--- config.mk ---
export PLATFORM = sky130hd
export DESIGN_NAME = boot_image_header_crc_verifier
export DESIGN_NICKNAME = d
export VERILOG_FILES = /design/src/rtl/core/bihcv_pkg.sv /design/src/rtl/core/boot_image_header_crc_verifier.sv /design/src/rtl/core/bihcv_front.sv /design/src/rtl/core/bihcv_queue.sv /design/src/rtl/core/bihcv_back.sv
export VERILOG_INCLUDE_DIRS = /design/src /design/src/rtl/core
export SDC_FILE = /design/constraint.sdc
export NUM_CORES = 1
export LEC_CHECK = 0
export ABC_AREA = 1
export BUFFER_PORTS_ARGS = -buffer_cell sky130_fd_sc_hd__buf_2
export CORE_ASPECT_RATIO = 0.7
export CORE_UTILIZATION = 55
export DETAILED_ROUTE_END_ITERATION = 10
export PLACE_DENSITY_LB_ADDON = 0.3
export SKIP_CTS_REPAIR_TIMING = 1
export SYNTH_ARGS = -nofsm -noshare
export SYNTH_HDL_FRONTEND = slang
export SYNTH_HIERARCHICAL = 1
export SYNTH_SLANG_ARGS = --single-unit
--- constraint.sdc ---
create_clock -name aclk -period 13.65 [get_ports aclk]
set_input_delay 0 -clock aclk [delete_from_list [all_inputs] [get_ports aclk]]
set_output_delay 0 -clock aclk [all_outputs]
set_load 0.01 [all_outputs]
--- src/rtl/core/boot_image_header_crc_verifier_assert.svh ---
// assertion helpers for the verifier back end
// both expect aclk and aresetn in scope
`ifndef BOOT_IMAGE_HEADER_CRC_VERIFIER_ASSERT_SVH
`define BOOT_IMAGE_HEADER_CRC_VERIFIER_ASSERT_SVH

// same-cycle implication
`define BIHCV_ASSERT_NOW(lbl, ante, cons, msg) \
    lbl: assert property (@(posedge aclk) disable iff (!aresetn) (ante) |-> (cons)) \
        else $error(msg);

// next-cycle implication
`define BIHCV_ASSERT_NEXT(lbl, ante, cons, msg) \
    lbl: assert property (@(posedge aclk) disable iff (!aresetn) (ante) |=> (cons)) \
        else $error(msg);

`endif

--- src/rtl/core/bihcv_pkg.sv ---
`timescale 1ns / 1ps
package bihcv_pkg;

    // status codes, also used as header field tags
    localparam logic [3:0] ST_OK      = 4'd0;
    localparam logic [3:0] ST_LENGTH  = 4'd1;
    localparam logic [3:0] ST_MAGIC   = 4'd2;
    localparam logic [3:0] ST_VERSION = 4'd3;
    localparam logic [3:0] ST_HSIZE   = 4'd4;
    localparam logic [3:0] ST_PROFILE = 4'd5;
    localparam logic [3:0] ST_LOAD    = 4'd6;
    localparam logic [3:0] ST_ENTRY   = 4'd7;
    localparam logic [3:0] ST_CRC     = 4'd8;
    localparam logic [3:0] FLD_CRC    = 4'd15;

    // word kinds
    localparam logic [1:0] KIND_FIELD   = 2'd0;
    localparam logic [1:0] KIND_PAD     = 2'd1;
    localparam logic [1:0] KIND_PAYLOAD = 2'd2;

    // register indexes
    localparam logic [2:0] REG_IMAGE_MAGIC    = 3'd0;
    localparam logic [2:0] REG_FORMAT_VERSION = 3'd1;
    localparam logic [2:0] REG_BUILD_PROFILE  = 3'd2;
    localparam logic [2:0] REG_LOAD_ADDRESS   = 3'd3;
    localparam logic [2:0] REG_ENTRY_ADDRESS  = 3'd4;
    localparam logic [2:0] REG_PAYLOAD_LENGTH = 3'd5;
    localparam logic [2:0] REG_CRC_INIT       = 3'd6;
    localparam logic [2:0] REG_CRC_POLY       = 3'd7;

    localparam logic [15:0] CRC_INIT_RESET = 16'hFFFF;
    localparam logic [15:0] CRC_POLY_RESET = 16'h1021;
    localparam logic [15:0] CRC_TOP_BIT    = 16'h8000;
    localparam int          CRC_BITS       = 8;

    localparam int HDR_IDX_W = 5;
    localparam int Q_DEPTH   = 2;
    localparam int Q_PTR_W   = 1;
    localparam int Q_CNT_W   = 2;

    typedef struct packed {
        logic [31:0] image_magic;
        logic [7:0]  format_version;
        logic [31:0] build_profile_id;
        logic [15:0] load_address;
        logic [15:0] entry_address;
        logic [15:0] payload_length;
        logic [15:0] crc_init;
        logic [15:0] crc_poly;
    } cfg_t;

    typedef struct packed {
        logic       in_field;
        logic [3:0] field;
        logic [1:0] off;
        logic       last;
    } hdr_class_t;

    typedef struct packed {
        logic [7:0] data;
        logic       start;
        logic [1:0] kind;
        logic [3:0] field;
        logic [1:0] off;
        logic       last;
    } entry_t;

    function automatic hdr_class_t classify_hdr(logic [HDR_IDX_W-1:0] idx);
        hdr_class_t         c;
        logic [HDR_IDX_W-1:0] first;
        logic [HDR_IDX_W-1:0] len;
        logic [HDR_IDX_W-1:0] rel;
        c.in_field = 1'b1;
        c.field    = ST_MAGIC;
        first      = 5'd0;
        len        = 5'd4;
        priority if (idx < 5'd4) begin
            c.field = ST_MAGIC;   first = 5'd0;  len = 5'd4;
        end else if (idx == 5'd4) begin
            c.field = ST_VERSION; first = 5'd4;  len = 5'd1;
        end else if (idx == 5'd5) begin
            c.field = ST_HSIZE;   first = 5'd5;  len = 5'd1;
        end else if (idx < 5'd10) begin
            c.field = ST_PROFILE; first = 5'd6;  len = 5'd4;
        end else if (idx < 5'd12) begin
            c.field = ST_LOAD;    first = 5'd10; len = 5'd2;
        end else if (idx < 5'd14) begin
            c.field = ST_ENTRY;   first = 5'd12; len = 5'd2;
        end else if (idx < 5'd16) begin
            c.field = ST_LENGTH;  first = 5'd14; len = 5'd2;
        end else if (idx < 5'd18) begin
            c.field = FLD_CRC;    first = 5'd16; len = 5'd2;
        end else begin
            c.in_field = 1'b0;    first = idx;   len = 5'd1;
        end
        rel    = idx - first;
        c.off  = rel[1:0];
        c.last = (rel == len - 5'd1);
        return c;
    endfunction

    // one byte through an msb-first crc-16
    function automatic logic [15:0] crc16_byte(logic [15:0] crc, logic [7:0] b,
                                              logic [15:0] poly);
        logic [15:0] r;
        r = crc ^ {b, 8'h00};
        for (int k = 0; k < CRC_BITS; k++) begin
            if ((r & CRC_TOP_BIT) != 16'h0000) begin
                r = {r[14:0], 1'b0} ^ poly;
            end else begin
                r = {r[14:0], 1'b0};
            end
        end
        return r;
    endfunction

endpackage

--- src/rtl/core/boot_image_header_crc_verifier.sv ---
`timescale 1ns / 1ps
// boot image header check with payload crc-16
//
// s_ channel: one image byte per word in s_tdata, s_tuser high on the first
// header byte of an image. the header is compared field by field against the
// cfg registers; the payload is run through an msb-first crc-16 and compared
// with header bytes 16 and 17.
// m_ channel: at most one word per image, status and the crc so far, given at
// the first mismatch or after the last payload byte. later bytes are dropped
// until the next image start.
// cfg channel: register index and data, always ready, write only while idle.
// throughput: one byte per cycle while the queue has room, limited by the
// single crc byte step in the back end. a byte is held in the queue until the
// output register is free or being drained; its result is registered there.
// a two-word queue sits between the byte classifier and the checker, so input
// keeps flowing while a result waits; when m_tready stays low the queue fills
// and s_tready drops after two more bytes.
// reset: registers take their defaults (crc init 0xffff, poly 0x1021, rest
// zero), the queue empties and the checker waits for an image start.
module boot_image_header_crc_verifier #(
    parameter int HEADER_BYTES = 18
) (
    input  logic        aclk,
    input  logic        aresetn,
    input  logic        s_tvalid,
    output logic        s_tready,
    input  logic [7:0]  s_tdata,    // data_byte
    input  logic [0:0]  s_tuser,    // image_start
    output logic        m_tvalid,
    input  logic        m_tready,
    output logic [23:0] m_tdata,    // status[3:0], crc_value[19:4], zero pad
    input  logic        cfg_valid,
    output logic        cfg_ready,
    input  logic [2:0]  cfg_addr,
    input  logic [31:0] cfg_wdata
);

    bihcv_pkg::cfg_t   cfg_reg;
    bihcv_pkg::entry_t push_entry;
    bihcv_pkg::entry_t head;
    logic              push;
    logic              pop;
    logic              full;
    logic              empty;

    assign cfg_ready = 1'b1;

    always_ff @(posedge aclk) begin
        if (!aresetn) begin
            cfg_reg <= '{image_magic: 32'h0, format_version: 8'h0,
                         build_profile_id: 32'h0, load_address: 16'h0,
                         entry_address: 16'h0, payload_length: 16'h0,
                         crc_init: bihcv_pkg::CRC_INIT_RESET,
                         crc_poly: bihcv_pkg::CRC_POLY_RESET};
        end else if (cfg_valid) begin
            unique case (cfg_addr)
                bihcv_pkg::REG_IMAGE_MAGIC:    cfg_reg.image_magic      <= cfg_wdata;
                bihcv_pkg::REG_FORMAT_VERSION: cfg_reg.format_version   <= cfg_wdata[7:0];
                bihcv_pkg::REG_BUILD_PROFILE:  cfg_reg.build_profile_id <= cfg_wdata;
                bihcv_pkg::REG_LOAD_ADDRESS:   cfg_reg.load_address     <= cfg_wdata[15:0];
                bihcv_pkg::REG_ENTRY_ADDRESS:  cfg_reg.entry_address    <= cfg_wdata[15:0];
                bihcv_pkg::REG_PAYLOAD_LENGTH: cfg_reg.payload_length   <= cfg_wdata[15:0];
                bihcv_pkg::REG_CRC_INIT:       cfg_reg.crc_init         <= cfg_wdata[15:0];
                bihcv_pkg::REG_CRC_POLY:       cfg_reg.crc_poly         <= cfg_wdata[15:0];
                default: begin
                end
            endcase
        end
    end

    bihcv_front #(
        .HEADER_BYTES(HEADER_BYTES)
    ) u_front (
        .aclk     (aclk),
        .aresetn  (aresetn),
        .s_tvalid (s_tvalid),
        .s_tready (s_tready),
        .s_tdata  (s_tdata),
        .s_tuser  (s_tuser),
        .q_full   (full),
        .q_push   (push),
        .q_entry  (push_entry)
    );

    bihcv_queue u_queue (
        .aclk       (aclk),
        .aresetn    (aresetn),
        .push       (push),
        .push_entry (push_entry),
        .full       (full),
        .pop        (pop),
        .head       (head),
        .empty      (empty)
    );

    bihcv_back #(
        .HEADER_BYTES(HEADER_BYTES)
    ) u_back (
        .aclk     (aclk),
        .aresetn  (aresetn),
        .cfg      (cfg_reg),
        .q_empty  (empty),
        .q_head   (head),
        .q_pop    (pop),
        .m_tvalid (m_tvalid),
        .m_tready (m_tready),
        .m_tdata  (m_tdata)
    );

endmodule

--- src/rtl/core/bihcv_front.sv ---
`timescale 1ns / 1ps
module bihcv_front #(
    parameter int HEADER_BYTES = 18
) (
    input  logic                 aclk,
    input  logic                 aresetn,
    input  logic                 s_tvalid,
    output logic                 s_tready,
    input  logic [7:0]           s_tdata,   // data_byte
    input  logic [0:0]           s_tuser,   // image_start
    input  logic                 q_full,
    output logic                 q_push,
    output bihcv_pkg::entry_t    q_entry
);

    localparam int CntW = $clog2(HEADER_BYTES + 1);
    localparam int IdxW = bihcv_pkg::HDR_IDX_W;
    localparam logic [CntW-1:0] HdrEnd = CntW'(HEADER_BYTES);

    logic [CntW-1:0]       hdr_cnt_reg;
    logic [CntW-1:0]       hdr_cnt_next;
    logic [CntW-1:0]       cur_idx;
    bihcv_pkg::hdr_class_t cls;

    assign s_tready = !q_full;
    assign q_push   = s_tvalid && !q_full;

    // position within the header, held at the header length once in the payload
    always_comb begin
        cur_idx = s_tuser[0] ? '0 : hdr_cnt_reg;
        cls     = bihcv_pkg::classify_hdr(IdxW'(cur_idx));
        hdr_cnt_next = hdr_cnt_reg;
        if (q_push) begin
            hdr_cnt_next = (cur_idx == HdrEnd) ? HdrEnd : cur_idx + 1'b1;
        end
        q_entry.data  = s_tdata;
        q_entry.start = s_tuser[0];
        q_entry.field = cls.field;
        q_entry.off   = cls.off;
        q_entry.last  = cls.last;
        if (cur_idx == HdrEnd) begin
            q_entry.kind = bihcv_pkg::KIND_PAYLOAD;
        end else if (cls.in_field) begin
            q_entry.kind = bihcv_pkg::KIND_FIELD;
        end else begin
            q_entry.kind = bihcv_pkg::KIND_PAD;
        end
    end

    always_ff @(posedge aclk) begin
        if (!aresetn) begin
            hdr_cnt_reg <= HdrEnd;
        end else begin
            hdr_cnt_reg <= hdr_cnt_next;
        end
    end

endmodule

--- src/rtl/core/bihcv_queue.sv ---
`timescale 1ns / 1ps
module bihcv_queue (
    input  logic              aclk,
    input  logic              aresetn,
    input  logic              push,
    input  bihcv_pkg::entry_t push_entry,
    output logic              full,
    input  logic              pop,
    output bihcv_pkg::entry_t head,
    output logic              empty
);

    bihcv_pkg::entry_t              slot_reg [bihcv_pkg::Q_DEPTH];
    logic [bihcv_pkg::Q_PTR_W-1:0]  wr_ptr_reg;
    logic [bihcv_pkg::Q_PTR_W-1:0]  rd_ptr_reg;
    logic [bihcv_pkg::Q_CNT_W-1:0]  count_reg;
    logic [bihcv_pkg::Q_CNT_W-1:0]  count_next;

    assign full  = (count_reg == bihcv_pkg::Q_CNT_W'(bihcv_pkg::Q_DEPTH));
    assign empty = (count_reg == '0);
    assign head  = slot_reg[rd_ptr_reg];

    always_comb begin
        count_next = count_reg;
        if (push && !pop) begin
            count_next = count_reg + 1'b1;
        end else if (pop && !push) begin
            count_next = count_reg - 1'b1;
        end
    end

    always_ff @(posedge aclk) begin
        if (push) begin
            slot_reg[wr_ptr_reg] <= push_entry;
        end
    end

    always_ff @(posedge aclk) begin
        if (!aresetn) begin
            wr_ptr_reg <= '0;
            rd_ptr_reg <= '0;
            count_reg  <= '0;
        end else begin
            if (push) begin
                wr_ptr_reg <= wr_ptr_reg + 1'b1;
            end
            if (pop) begin
                rd_ptr_reg <= rd_ptr_reg + 1'b1;
            end
            count_reg <= count_next;
        end
    end

endmodule

--- src/rtl/core/bihcv_back.sv ---
`timescale 1ns / 1ps
`include "boot_image_header_crc_verifier_assert.svh"
module bihcv_back #(
    parameter int HEADER_BYTES = 18
) (
    input  logic              aclk,
    input  logic              aresetn,
    input  bihcv_pkg::cfg_t   cfg,
    input  logic              q_empty,
    input  bihcv_pkg::entry_t q_head,
    output logic              q_pop,
    output logic              m_tvalid,
    input  logic              m_tready,
    output logic [23:0]       m_tdata    // status[3:0], crc_value[19:4], zero pad
);

    localparam logic [16:0] HdrLen   = 17'(HEADER_BYTES);
    localparam logic [31:0] HsizeExp = 32'(HEADER_BYTES % 256);

    logic        m_valid_reg, m_valid_next;
    logic [3:0]  status_reg, status_next;
    logic [15:0] crcv_reg, crcv_next;
    logic        verdict_reg, verdict_next;
    logic [15:0] crc_reg, crc_next;
    logic [15:0] pay_cnt_reg, pay_cnt_next;
    logic [31:0] accum_reg, accum_next;
    logic [15:0] stored_reg, stored_next;

    logic        emit;
    logic [3:0]  emit_code;
    logic [15:0] emit_crc;
    logic [15:0] crc_base;
    logic        verdict_cur;
    logic [15:0] cnt_cur;
    logic [31:0] acc;
    logic [15:0] crc_new;

    function automatic logic [31:0] expected_for(logic [3:0] code, bihcv_pkg::cfg_t c);
        logic [31:0] v;
        unique case (code)
            bihcv_pkg::ST_MAGIC:   v = c.image_magic;
            bihcv_pkg::ST_VERSION: v = {24'h0, c.format_version};
            bihcv_pkg::ST_HSIZE:   v = HsizeExp;
            bihcv_pkg::ST_PROFILE: v = c.build_profile_id;
            bihcv_pkg::ST_LOAD:    v = {16'h0, c.load_address};
            bihcv_pkg::ST_ENTRY:   v = {16'h0, c.entry_address};
            default:               v = {16'h0, c.payload_length};
        endcase
        return v;
    endfunction

    assign m_tvalid = m_valid_reg;
    assign m_tdata  = {4'h0, crcv_reg, status_reg};

    // take a word only when the output register is free or being drained
    assign q_pop = !q_empty && (!m_valid_reg || m_tready);

    always_comb begin
        m_valid_next = m_valid_reg && !m_tready;
        status_next  = status_reg;
        crcv_next    = crcv_reg;
        verdict_next = verdict_reg;
        crc_next     = crc_reg;
        pay_cnt_next = pay_cnt_reg;
        accum_next   = accum_reg;
        stored_next  = stored_reg;
        emit         = 1'b0;
        emit_code    = bihcv_pkg::ST_OK;
        crc_base     = crc_reg;
        verdict_cur  = verdict_reg;
        cnt_cur      = pay_cnt_reg;
        emit_crc     = crc_reg;
        acc          = '0;
        crc_new      = bihcv_pkg::crc16_byte(crc_reg, q_head.data, cfg.crc_poly);
        if (q_pop) begin
            if (q_head.start) begin
                crc_base     = cfg.crc_init;
                verdict_cur  = 1'b0;
                cnt_cur      = '0;
                crc_next     = cfg.crc_init;
                verdict_next = 1'b0;
                pay_cnt_next = '0;
            end
            emit_crc = crc_base;
            if (q_head.start && (cfg.load_address == 16'h0000 ||
                                 {1'b0, cfg.payload_length} < HdrLen)) begin
                emit      = 1'b1;
                emit_code = bihcv_pkg::ST_LENGTH;
            end else if (!verdict_cur) begin
                unique case (q_head.kind)
                    bihcv_pkg::KIND_FIELD: begin
                        if (q_head.off == 2'd0) begin
                            acc = {24'h0, q_head.data};
                        end else begin
                            acc = accum_reg | (32'(q_head.data) << {q_head.off, 3'b000});
                        end
                        accum_next = acc;
                        if (q_head.last) begin
                            if (q_head.field == bihcv_pkg::FLD_CRC) begin
                                stored_next = acc[15:0];
                            end else if (acc != expected_for(q_head.field, cfg)) begin
                                emit      = 1'b1;
                                emit_code = q_head.field;
                            end
                        end
                    end
                    bihcv_pkg::KIND_PAYLOAD: begin
                        crc_next     = crc_new;
                        pay_cnt_next = cnt_cur + 16'd1;
                        if ({1'b0, cnt_cur} + 17'd1 >= {1'b0, cfg.payload_length}) begin
                            emit      = 1'b1;
                            emit_crc  = crc_new;
                            emit_code = (crc_new == stored_reg) ? bihcv_pkg::ST_OK
                                                                : bihcv_pkg::ST_CRC;
                        end
                    end
                    default: begin
                    end
                endcase
            end
            if (emit) begin
                verdict_next = 1'b1;
                m_valid_next = 1'b1;
                status_next  = emit_code;
                crcv_next    = emit_crc;
            end
        end
    end

    always_ff @(posedge aclk) begin
        status_reg <= status_next;
        crcv_reg   <= crcv_next;
        accum_reg  <= accum_next;
        stored_reg <= stored_next;
    end

    always_ff @(posedge aclk) begin
        if (!aresetn) begin
            m_valid_reg <= 1'b0;
            verdict_reg <= 1'b1;
            crc_reg     <= bihcv_pkg::CRC_INIT_RESET;
            pay_cnt_reg <= '0;
        end else begin
            m_valid_reg <= m_valid_next;
            verdict_reg <= verdict_next;
            crc_reg     <= crc_next;
            pay_cnt_reg <= pay_cnt_next;
        end
    end

    `BIHCV_ASSERT_NEXT(a_result_needs_word, !q_pop && !m_valid_reg, !m_valid_reg, "result without a word")
    `BIHCV_ASSERT_NEXT(a_silent_after_verdict, q_pop && verdict_reg && !q_head.start, !m_valid_reg, "result after verdict")
    `BIHCV_ASSERT_NEXT(a_early_length, q_pop && q_head.start && cfg.load_address == 16'h0000, m_valid_reg && status_reg == bihcv_pkg::ST_LENGTH, "missed early length failure")
    `BIHCV_ASSERT_NOW(a_status_range, m_valid_reg, status_reg <= bihcv_pkg::ST_CRC, "status code out of range")

endmodule

Word-level counts from Yosys, hierarchy flattened
Memories as Yosys holds them, arrays and structs flattened. A register that Yosys moved wholly into a read port is not among the register bits.
Cells that the tools add are included.
Word-level totals
  flip-flop bits (word level): 263
  latch bits: 0
  bits in writable memories: 36
  memory bits (read-only): 0
  input port bits: 49
  logic and storage cells: 201
  memories kept: 1
Operators by class
  add/subtract/negate cells: 9
  multipliers: 0
  div/mod/pow operators: 0
  $lt $le $gt $ge: 8
  eq/ne operators: 22
  shifts and indexed selects: 1
  mux-type cells: 95
  bitwise operators: 12
  reduce and logical (&&, ||, !) cells: 32
Memories
  u_queue.slot_reg: depth 2, width 18, rd ports 1, clocked after memory_dff 1, write ports 1, line bihcv_queue.sv:13  | bihcv_pkg::entry_t slot_reg [bihcv_pkg::Q_DEPTH];
Operators with widths (number)
  32-bit 2-to-1 mux: 11
  16-bit 2-to-1 mux: 21
  32-bit case mux with 6 select lines: 1
  16-bit bitwise XOR: 9
  5-bit 2-to-1 mux: 16
  4-bit 2-to-1 mux: 13
  32-bit != test: 1
  32-bit bitwise OR: 1
  8-bit by 5-bit << shifter with 32-bit output: 1
  1-bit 2-to-1 mux: 26
  2-bit AND reduction: 9
  16-bit by 1-bit adder with 17-bit output (second input constant): 1
  17-bit by 16-bit >= comparator with 1-bit output: 1
  16-bit by 1-bit adder with 16-bit output (second input constant): 1
  16-bit equality test: 1
  4-bit by 3-bit equality test with 1-bit output (second input constant): 4
  16-bit logical NOT: 1
  16-bit by 5-bit < comparator with 1-bit output (second input constant): 1
  5-bit by 4-bit < comparator with 1-bit output (second input constant): 3
  3-bit equality test (second input constant): 4
  5-bit by 3-bit equality test with 1-bit output (second input constant): 2
  5-bit < comparator (second input constant): 2
  2-bit 2-to-1 mux: 5
  4-bit by 2-bit equality test with 1-bit output (second input constant): 2
  25 further kinds: 42

Logic depth before layout (Yosys ltp)
Gate-level depths: netlist (run 1).
  depth after elaboration: 22
  depth in mapped cells: 40

Hierarchy
Netlist (run 1), hierarchy kept.
Modules (own cells, without submodules)
  bihcv_back: times used 1, cells an instance 1407, area an instance 9447.8 um^2, seq. area each 2722.6 um^2
  boot_image_header_crc_verifier: times used 1, cells an instance 855, area an instance 5905.7 um^2, seq. area each 3042.9 um^2
  bihcv_queue: times used 1, cells an instance 91, area an instance 1580.3 um^2, seq. area each 1181.1 um^2
  bihcv_front: times used 1, cells an instance 144, area an instance 890.9 um^2, seq. area each 100.1 um^2

Worst setup path before layout (run 1)
Ideal clock, no wire load.
  path kind: flip-flop to flip-flop
  from: reg (tool-made name)
  to: reg u_back.stored_reg[0] (enable)
  library setup time: 374 ps
  arrival time: 5403 ps
  data required time: 13276 ps
  slack: 7873 ps
  stages on the path, launching flop included: 11
  buffers on the path: 3
  period minus slack after synthesis: 5777 ps
  path through: dfxtp_1 -> buf_6 -> buf_12 -> mux2_4 -> clkbuf_1 -> nand2_1 -> inv_1 -> nor2_1 -> inv_1 -> nor4_1 -> and3_1
RTL lines
  to (signal assigned): line bihcv_back.sv:134  | stored_reg <= stored_next;
  to (decl): line bihcv_back.sv:27  | logic [15:0] stored_reg, stored_next;

==> impl_metrics.yaml, run 1 <==
synthesis:
  async_reset_ff_frac: 0
  ys_seq_area_frac: 0.395
  yosysUniqueCellTypes: 61
  syn_area_per_cell_sq_um: 7.14
  synth_seq_cells: 300
  syn_area_sq_um: 17800
  synth_edf_count: 104
  ys.warnings.count: 6
  syn_inst: 2497
  ys.flop_type: "dfxtp_1"
grt:
  antenna_found_initial: 0
  groute.usage.overall: 0.323
  grt_pass1_vias: 15175
  globalRoute.totalOverflow: 0
  grt_pass1_wl_microns: 84300
  grt_max_degree: 115
drt:
  wire_per_inst_microns: 18.7
  drtIter0Drc: 2375
  num_vias: 17150
  antenna_left: 0
  drc: 0
  via_per_inst: 5.78
  dr.pass1.iters: 6
  drt_wl_total_microns: 55400
sta:
  hold_violations: 0
  max-slew-margin-rel: 0.187
  fmax_ghz: 0.163
  period_share: 0.448
  setup_slack_ns: 7.53
  holdWs_ns: 0.0119
  finClkSkew_ns: 0.0212
  worstMarginPinSlew_ns: 1.22
  slew_viol_final: 0
  grt_setup_unrepaired: "false"
  setup_viol: 0
  post-route-min-period_ns: 6.12
  tns_ns: 0
pwr:
  power_frac_seq: 0.288
  leakage_nw: 8.72
  p_sw_mw: 1.82
  pwr-share-comb: 0.499
  p_clk_frac: 0.213
  switching_share: 0.461
  power_mw: 3.95
  vdd_ir_drop_max_v: 0.000140
  internal-power_mw: 2.13
  power_density_nw_per_um2: 202
cells_and_area:
  area_delta_synth_final_pct: 9.76
  drive_gt1_frac: 0.0907
  fillCellCount: 2852
  final_common_cell: "nand2_1"
  diodes: 0
  final_area_sq_um: 19600
  fin_nets: 2602
  final_cell_mix: "nand2_1 (624), nor2_1 (385), nand3_1 (266), inv_1 (242), dfxtp_1 (196)"
  largest_reg_flops: 152
status:
  outcome: "completed"
run:
  cap_violations: 0
min_path:
  hold_depth: 3
  hold_path_class: "input pin to flop"
critical_path:
  end_kind: "flop"
  reg2reg_slack_ns: 7.53
  cp_max_fo: 30
  crit_end: "u_back/status_reg[3]$_SDFFCE_PN0P_"
  cp_data_required_time_ns: 13.97
  crit_type: "flop to flop"
  cp_slowest_cell: "nand2_1"
  slowest_delay_ns: 0.45
  crit_arrival_ns: 6.44
  ff2ff_path_depth: 32
  r2r-end: "u_back/status_reg[3]$_SDFFCE_PN0P_"
  start_kind: "flop"
  critPathMostFrequentCell: "nand2_1"
floorplanning:
  rows: 54
  dieArea_sq_um: 33100
  start_util: 0.566
  io_pins: 76
  design.core.area_sq_um: 31500
  fp.dieW_microns: 217
  die_height_microns: 153
clocking:
  clock-sinks: 300
  cts-root-buf: "clkbuf_16"
  cts_buffer_depth: 3
  cts_tree: "yes"
  cts_buffers: 29
  clk_pin_slew_ns: 0.07
  clkLatencyLatePin_ns: 0.59
  cts.htree.levels: 1
place:
  pre_cts_slack_ns: 7.66
  numPortBuffers: 70
  dpl.hpwl_microns: 38000
  post_dp_cell_area_sq_um: 18100
  routabilityCongestion: 0.997
[worst max-delay path: cells and delay by family, from the launching register on]
kind | cells | cell delay, ns
buffers and inverters | 4 | 0.58
muxes | 1 | 0.44
DFF | 1 | 0.31
and+or+nand+nor | 26 | 4.45
AOI/OAI and AO/OA | 1 | 0.06
[metal layers]
metal,wire length [microns],part of all wire,track usage,vias to the layer above
met5,0,0,0,-
met2,23600,0.43,0.474,991
li1,-,-,-,8109
met4,1300,0.023,0.0858,0
met1,23800,0.43,0.484,7943
met3,6630,0.12,0.0551,107
[synth_stat cells, types with 15 or more instances]
library cell / count / area [sq um]
nand2_1: 624 / 2340
nor2_1: 390 / 1460
nand3_1: 266 / 1330
inv_1: 242 / 908
dfxtp_1: 196 / 3920
edfxtp_1: 104 / 3120
a21oi_1: 102 / 510
o21ai_0: 77 / 385
xor2_1: 55 / 482
clkbuf_1: 51 / 191
xnor2_1: 40 / 350
buf_2: 33 / 165
ha_1: 27 / 338
a22o_1: 25 / 219
buf_4: 21 / 158
o211ai_1: 19 / 143
buf_1: 17 / 63.8
nand4_1: 16 / 100
inv_2: 15 / 56.3
nand2_2: 15 / 93.8
[power by group through the flow]
stage / Clock [mW] / Sequential, mW / Combinational [mW]
2_1_floorplan: 0 / 1.13 / 1.49
3_3_place_gp: 0 / 1.15 / 1.86
3_5_place_dp: 0 / 1.15 / 1.90
4_1_cts: 0.847 / 1.13 / 1.91
5_1_grt: 0.883 / 1.14 / 2.17
6_report: 0.840 / 1.14 / 1.97
[cell families (layout without fill, tap and decap cells)]
logic type,count (synthesis),after routing,share of synthesized area
xor gates and xnor gates,96,96,0.0476
other,2,5,0.000421
buffers and inverters,395,443,0.0957
adders and majority gates,28,28,0.0201
DFF,300,300,0.395
AOI/OAI and AO/OA,263,263,0.0887
muxes,25,25,0.0174
and+or+nand+nor,1388,1388,0.335
[how the worst min path moves through the flow]
stage	from	end	slack, ns
finish	aresetn	u_front/hdr_cnt_reg[1]$_SDFFE_PN1P_	0.01
global route	aresetn	u_front/hdr_cnt_reg[1]$_SDFFE_PN1P_	0.05
CTS	s_tdata[0]	u_queue/slot_reg[1][10]$_DFFE_PP_	-0.42
detailed placement	s_tdata[1]	u_queue/slot_reg[0][11]$_DFFE_PP_	0.19
global placement	s_tdata[0]	u_queue/slot_reg[1][10]$_DFFE_PP_	0.19
floorplan	aresetn	u_front/hdr_cnt_reg[1]$_SDFFE_PN1P_	0.07
[through the flow]
step	utilization	instances
global route	0.621	2968
finish	0.621	2968
detailed placement	0.576	2871
global placement	0.576	2871
floorplan	-	2500
CTS	0.608	2925
[area by class of cell]
type | count | area [sq um] | share of cell area
Clock buffer | 41 | 856 | 0.0437
Clock inverter | 13 | 139 | 0.00710
Inverter | 261 | 980 | 0.0501
Multi-Input combinational cell | 1805 | 9120 | 0.466
Sequential cell | 300 | 7050 | 0.360
Tap cell | 420 | 526 | 0.0269
Timing Repair Buffer | 128 | 896 | 0.0458
(Power assumes the default switching activity.)
==> inputs of run 2 (changes only) <==
clock period = 5.4 ns   (was 13.65 ns; I/O delays follow)
==> run 2 against run 1 <==
Global-route usage down 0.97 points. Count of clock-buffer cells in the layout down 11. First-iteration DRC count is 0.80% lower. Final area is 0.53% higher. Critical endpoint is now u_back/status_reg[0]$_SDFFCE_PP1P_. Setup slack got worse by 7.0 ns. Routed wire length is 4.1% lower. Sequential share of layout area shrank 0.19 points. Final cell count up 0.57%.
==> impl_metrics.yaml, run 2 (synthesis gave the netlist of run 1 again) <==
drt:
  drc: 0
  drtIter0Drc: 2356
  via_per_inst: 5.64
  wire_per_inst_microns: 17.8
  dr.pass1.iters: 6
  drt_wl_total_microns: 53100
  antenna_left: 0
  num_vias: 16843
critical_path:
  reg2reg_slack_ns: 0.53
  end_kind: "flop"
  cp_data_required_time_ns: 5.61
  crit_arrival_ns: 5.08
  start_kind: "flop"
  cp_max_fo: 20
  crit_type: "flop to flop"
pwr:
  p_clk_frac: 0.206
  vdd_ir_drop_max_v: 0.000344
  leakage_nw: 8.76
  switching_share: 0.462
  power_density_nw_per_um2: 504
  internal-power_mw: 5.34
  power_frac_seq: 0.287
  pwr-share-comb: 0.506
  p_sw_mw: 4.58
grt:
  groute.usage.overall: 0.313
  globalRoute.totalOverflow: 0
  grt_max_degree: 98
  antenna_found_initial: 0
  grt_pass1_wl_microns: 81400
  grt_pass1_vias: 14708
floorplanning:
  start_util: 0.566
  die_height_microns: 153
  rows: 54
  design.core.area_sq_um: 31500
  io_pins: 76
  fp.dieW_microns: 217
  dieArea_sq_um: 33100
clocking:
  cts_buffer_depth: 3
  clk_pin_slew_ns: 0.07
  cts-root-buf: "clkbuf_16"
  cts.htree.levels: 1
  cts_buffers: 29
  clkLatencyLatePin_ns: 0.59
  cts_tree: "yes"
  clock-sinks: 300
sta:
  slew_viol_final: 0
  tns_ns: 0
  fmax_ghz: 0.205
  grt_setup_unrepaired: "false"
  finClkSkew_ns: 0.0107
  hold_violations: 0
  period_share: 0.903
  max-slew-margin-rel: 0.343
  setup_viol: 0
  worstMarginPinSlew_ns: 0.985
  post-route-min-period_ns: 4.87
min_path:
  hold_path_class: "input pin to flop"
cells_and_area:
  diodes: 0
  final_cell_mix: "nand2_1 (624), nor2_1 (385), nand3_1 (266), inv_1 (242), dfxtp_1 (196)"
  fin_util: 0.625
  drive_gt1_frac: 0.0951
  fin_nets: 2619
  fillCellCount: 2809
  largest_reg_flops: 152
  area_delta_synth_final_pct: 10.3
  final_common_cell: "nand2_1"
place:
  numPortBuffers: 70
  routabilityCongestion: 0.955
  dpl.hpwl_microns: 37500
run:
  cap_violations: 0
status:
  outcome: "completed"
==> run 2: changes by cell type in the layout (fill, tap and decap cells not counted), sizes merged <==
cell,change
buf,+16
clkbuf,-11
clkinv,+5
clkinvlp,+4
dlygate4sd3,+1
inv,+2
==> run 2: critical path: stages, from the launching register on <==
cell and delay (ns):
dfxtp_1 0.37, mux2_4 0.40, nor2_1 0.16, ha_1 0.20
nand3_1 0.10, nor4_1 0.35, nand3_1 0.19, nor3_1 0.26
and3_1 0.29, nand4_1 0.14, xor2_1 0.18, ha_1 0.31
nand2_1 0.06, inv_1 0.06, a221o_1 0.13, nand2_1 0.04
o311ai_0 0.14, nand2_1 0.15, nand2_1 0.10, nand2_1 0.06
nand2_1 0.05, nand2_1 0.08, inv_1 0.65
==> run 2: worst paths after layout <==
check / start / endpoint / cells past startpoint
worst min-delay path: cfg_addr[0] / cfg_reg[46]$_SDFFE_PN0P_ / 5
worst max-delay path: flop / u_back/status_reg[0]$_SDFFCE_PP1P_ / 22
worst max register to register: flop / u_back/status_reg[0]$_SDFFCE_PP1P_ / 22
worst min register to register: u_back/pay_cnt_reg[6]$_SDFFE_PN0P_ / u_back/pay_cnt_reg[6]$_SDFFE_PN0P_ / 2
==> run 2: layer usage <==
| metal | vias to the layer above | wire, microns | track usage |
|---|---|---|---|
| met5 | - | 0 | 0 |
| met3 | 91 | 6150 | 0.0581 |
| met4 | 0 | 1430 | 0.0929 |
| met2 | 834 | 22200 | 0.446 |
| met1 | 7784 | 23300 | 0.475 |
| li1 | 8134 | - | - |
==> run 2: power groups by stage <==
stage	Combinational [mW]	Clock, mW	Sequential (mW)
after CTS	4.84	2.05	2.85
after detailed placement	4.82	0	2.90
after global routing	5.55	2.15	2.87
final	5.02	2.05	2.85
after floorplan	3.77	0	2.85
after global placement	4.70	0	2.89
==> run 2: final cells by class <==
type,instances,area (sq um),area share
multi-input cells,1805,9150,0.465
flip-flops and latches,300,7050,0.358
repair buffers,145,1030,0.0525
inverters,261,980,0.0498
clock buffers,30,729,0.0371
well taps,420,526,0.0267
clock inverters,24,209,0.0106
==> run 2: stage by stage <==
stage | instance area [sq um] | hold slack (ns) | power, mW | setup slack [ns] | std cells
detailed placement | 18300 | 0.196 | 7.71 | 0.467 | 2887
CTS | 19200 | -0.409 | 9.74 | 0.410 | 2941
global placement | 18300 | 0.187 | 7.59 | 0.650 | 2887
finish | 19700 | 0.0234 | 9.92 | 0.525 | 2985
global route | 19700 | 0.0895 | 10.6 | 0.00875 | 2985
floorplan | 17800 | 0.0687 | 6.63 | 0.516 | 2500
